## config.mk

```make
export PLATFORM = sky130hd
export DESIGN_NAME = sacl_cfg
export DESIGN_NICKNAME = d
export VERILOG_FILES = /design/src/hdl/sacl_pkg.sv /design/src/hdl/sacl_cfg.sv
export SDC_FILE = /design/constraint.sdc
export NUM_CORES = 1
export LEC_CHECK = 0
export ABC_CLOCK_PERIOD_IN_PS = 1700
export BUFFER_PORTS_ARGS = -buffer_cell sky130_fd_sc_hd__buf_2
export CORE_MARGIN = 3
export CORE_UTILIZATION = 38
export DETAILED_ROUTE_END_ITERATION = 7
export GPL_TIMING_DRIVEN = 0
export PLACE_DENSITY = 0.85
export SLEW_MARGIN = 20
export SYNTH_ARGS = -nofsm -noshare
export SYNTH_HDL_FRONTEND = slang
export SYNTH_SLANG_ARGS = --single-unit
```

## constraint.sdc

```tcl
create_clock -name clk -period 1.7 [get_ports clk]
set_input_delay 0.34 -clock clk [delete_from_list [all_inputs] [get_ports clk]]
set_output_delay 0.34 -clock clk [all_outputs]
set_load 0.02 [all_outputs]
```

## src/hdl/sacl_pkg.sv

```systemverilog
package sacl_pkg;
  localparam int MAX_SETS_DEF = 256;
  localparam int MAX_WAYS_DEF = 8;
  localparam int ADDR_WIDTH_DEF = 64;
  localparam logic [1:0] ACT_LS = 2'd0;
  localparam logic [1:0] ACT_MOD = 2'd1;
  localparam logic [3:0] RST_SET_BITS = 4'd4;
  localparam logic [3:0] RST_WAYS = 4'd1;
  localparam logic [5:0] RST_BLOCK_BITS = 6'd4;
  localparam logic [1:0] REG_SET_BITS = 2'd0;
  localparam logic [1:0] REG_WAYS = 2'd1;
  localparam logic [1:0] REG_BLOCK_BITS = 2'd2;

  typedef struct packed {
    logic [3:0] set_bits;
    logic [3:0] ways_in_use;
    logic [5:0] block_bits;
  } cfg_t;

  typedef struct packed {
    logic        hit;
    logic        miss;
    logic        evicted;
    logic [31:0] hit_total;
    logic [31:0] miss_total;
    logic [31:0] eviction_total;
    logic        last;
  } res_t;

  function automatic logic [31:0] sat_inc(input logic [31:0] v);
    return (v == '1) ? v : v + 32'd1;
  endfunction
endpackage

```

## src/hdl/sacl_cfg.sv

```systemverilog
module sacl_cfg (
  input  logic              clk,
  input  logic              rst_n,
  input  logic              psel,
  input  logic              penable,
  input  logic              pwrite,
  input  logic [3:0]        paddr,
  input  logic [31:0]       pwdata,
  output logic [31:0]       prdata,
  output logic              pready,
  output sacl_pkg::cfg_t    cfg
);
  sacl_pkg::cfg_t cfg_r;
  logic [1:0] idx;
  assign idx = paddr[3:2];
  assign pready = 1'b1;
  assign cfg = cfg_r;

  always_ff @(posedge clk) begin
    if (!rst_n) begin
      cfg_r.set_bits <= sacl_pkg::RST_SET_BITS;
      cfg_r.ways_in_use <= sacl_pkg::RST_WAYS;
      cfg_r.block_bits <= sacl_pkg::RST_BLOCK_BITS;
    end else if (psel && penable && pwrite) begin
      unique case (idx)
        sacl_pkg::REG_SET_BITS: cfg_r.set_bits <= pwdata[3:0];
        sacl_pkg::REG_WAYS: cfg_r.ways_in_use <= pwdata[3:0];
        sacl_pkg::REG_BLOCK_BITS: cfg_r.block_bits <= pwdata[5:0];
        default: ;
      endcase
    end
  end

  always_comb begin
    unique case (idx)
      sacl_pkg::REG_SET_BITS: prdata = {28'd0, cfg_r.set_bits};
      sacl_pkg::REG_WAYS: prdata = {28'd0, cfg_r.ways_in_use};
      sacl_pkg::REG_BLOCK_BITS: prdata = {26'd0, cfg_r.block_bits};
      default: prdata = '0;
    endcase
  end
endmodule

```

==> impl_results.md <==
- Fillers: between 200 and 250
- Routed WL: approximately 1900 um
- Area delta synth->final: 35.6%
- Initial Util: a little over two fifths
- Hold Buf Count CTS: 0
- Max cap viols: 0
- R2R Setup Slk: 1.04 ns
- Clock Path Buffers: 2
- Fin. Hold Viols: 0
- Initial DRC count: 9
- Outcome: finished, final reports clean
- Number of synthesized register bits: 14
- Max Fclk: between 600 and 700 MHz
- Final Cell Area: 1210 sq um
- CTS tree: yes
- Max reg flops: 14
- Drt wl/cell: 9.80 um
- Final period utilization: 85.3%
- Cells after synthesis: between 100 and 150
- Die width: between 50 and 60 um
- R2R cell count: 2
- Cell Area, Placed: between 1000 and 1500 sq um
- P_sw: 217 uW
- Crit. End Element: output port
- Comb power frac: a little under a quarter
- Unrepaired setup endpoints after global routing: false
- Final setup violation count: 0
- Routed Antenna Nets: 0
- Vias: 783
- IO Count: a little under 90
- Clock sinks: 14
- Sequential-to-total area share from yosys stat: a little under a third
- Reg clk slew, reported paths: 0.08 ns
- Buffers on Ports: 31
- Dpl hpwl: 1630 um
- Hold Path Stages: 3
- Leak: 0.000667 uW
- Number of cell rows: 16
- Pwr dens: around 620 nW/um^2
- Largest net degree at the start of global routing: 11
- Pre-antenna DRT Iters: 4
- Gr ovfl total: 0
- Synth warnings: 0
- Hold path start: pwdata[4]
- Hold Slack: roughly 0.3 ns
- Die area: ~3000 sq um
- First-pass GRT wire length: roughly 2700 um
- Number of CTS-inserted buffers: 3
- Startpoint Class: flop
- R2r endpoint: cfg[6]
- Vias in the first global route: 649
- Syn avg cell area: ~8.5 sq um
- Die Y: roughly 55 um
- Final Max Slew Viols: 0
- Initial antenna violation count: 0
- Tot GR Track Use: roughly 13%
- Final nets: 208
- Crit path kind: flop to output port
- Fraction of layout cells with a size suffix above 1: 39.8%
- Post-CTS Resized: 0
- Ant diodes: 0
- H-tree Lvls: 1
- Post-CTS Setup Inserts: 0
- Cell internal pwr: about 540 uW
- Peak supply drop: a little over 0.4 mV
- Vias per cell: just over 4
- Remaining DRCs: 0
- Hold Path Sink: cfg[4]
- Clk_skew: 0 ns
- CP required: 1.36 ns
- Min Tclk post-route: roughly 1.4 ns
- TNS Setup: 0 ns
- Root buf cell: clkbuf_4
- Area of the core: ~2100 sq um
- Min-Delay Path Class: primary input to flop
- Switch share: 28.8%
- Cell Area, Synth: around 900 sq um
- Power share of the sequential group: 44.6%
- Arrival time worst endpoint: 1.11 ns
- Worst-Skew Late Latency: between 0.2 and 0.3 ns
- Gpl congestion: between 0.8 and 0.9
- Netlist cell types: 18
- Reg-to-reg startpoint: cfg[6]
- Maximum fanout along the worst path: 3
- Clock power frac: between 30% and 40%
## synth_stat cells
cell,n,area (sq um)
o21ai_0,1,5.00
and3_1,1,6.26
and2_1,4,25.0
o211ai_1,1,7.51
buf_4,29,218
conb_1,2,7.51
nand3_1,2,10.0
inv_1,1,3.75
clkbuf_1,2,7.51
nor2b_1,4,25.0
mux2i_1,17,170
or3_1,1,6.26
o21ai_1,3,15.0
buf_6,1,11.3
nor3_1,1,5.00
nor2b_4,1,13.8
dfxtp_1,14,280
nand2_1,21,78.8
## cell families (layout without fill, tap and decap cells)
kind of cell           count (synthesis)  after routing  synth area share [%]
DFF                                   14             14                  31.3
and+or+nand+nor                       35             35                  19.0
muxes                                 17             17                  19.0
other                                  2             27                 0.838
AOI/OAI and AO/OA                      5              5                  3.07
buffers and inverters                 33             68                  26.8
## layout make-up
| type | count | area, sq um | share of cell area [%] |
|---|---|---|---|
| flip-flops and latches | 14 | 280 | 23.1 |
| inverters | 1 | 3.75 | 0.309 |
| plain buffers | 32 | 236 | 19.5 |
| multi-input cells | 84 | 469 | 38.6 |
| well taps | 27 | 33.8 | 2.78 |
| clock buffers | 4 | 36.3 | 2.99 |
| repair buffers | 31 | 155 | 12.8 |
## layout by cell type, fill, tap and decap left out
cell type,Yosys,routed
and2_1,4,4
and3_1,1,1
buf_2,0,31
buf_4,29,29
buf_6,1,1
clkbuf_1,2,2
clkbuf_4,0,3
clkbuf_8,0,1
conb_1,2,27
dfxtp_1,14,14
inv_1,1,1
mux2i_1,17,17
nand2_1,21,21
nand3_1,2,2
nor2b_1,4,4
nor2b_4,1,1
nor3_1,1,1
o211ai_1,1,1
o21ai_0,1,1
o21ai_1,3,3
or3_1,1,1
## power by group through the flow
| stage | sequential (uW) | combinational (uW) | clock [uW] |
|---|---|---|---|
| after floorplan | 348 | 140 | 0 |
| after CTS | 335 | 177 | 242 |
| final | 335 | 180 | 238 |
| after global placement | 343 | 176 | 0 |
| after global routing | 336 | 197 | 255 |
| after detailed placement | 343 | 177 | 0 |
## routing by layer
layer  part of all wire [%]  vias up  track usage (%)
li1                       -      409                -
met1                     39      331             14.7
met2                     50       41             23.7
met3                     11        2             2.45
met4                   0.90        0             4.98
met5                      0        -                0
## worst max path at each step
| stage | from | end | cells after the start |
|---|---|---|---|
| finish | cfg[12] | prdata[2] | 3 |
| detailed placement | paddr[2] | prdata[2] | 5 |
| CTS | cfg[12] | prdata[2] | 3 |
| floorplan | paddr[3] | prdata[2] | 3 |
| global placement | paddr[2] | prdata[3] | 5 |
| global route | cfg[12] | prdata[2] | 3 |
## stage by stage
step | setup slack (ns) | std cells | util, % | power, uW
after floorplan | 0.263 | 131 | - | 488
after global placement | 0.316 | 189 | 56.1 | 519
after detailed placement | 0.304 | 189 | 56.1 | 520
after CTS | 0.260 | 193 | 57.8 | 755
after global routing | 0.165 | 193 | 57.8 | 788
final | 0.251 | 193 | 57.8 | 753
## worst max-delay path: stages (launching register included)
cell and delay, ns:
dfxtp_1 0.38, mux2i_1 0.08, o21ai_0 0.18, buf_2 0.20
Power figures use the tool's default switching activity.
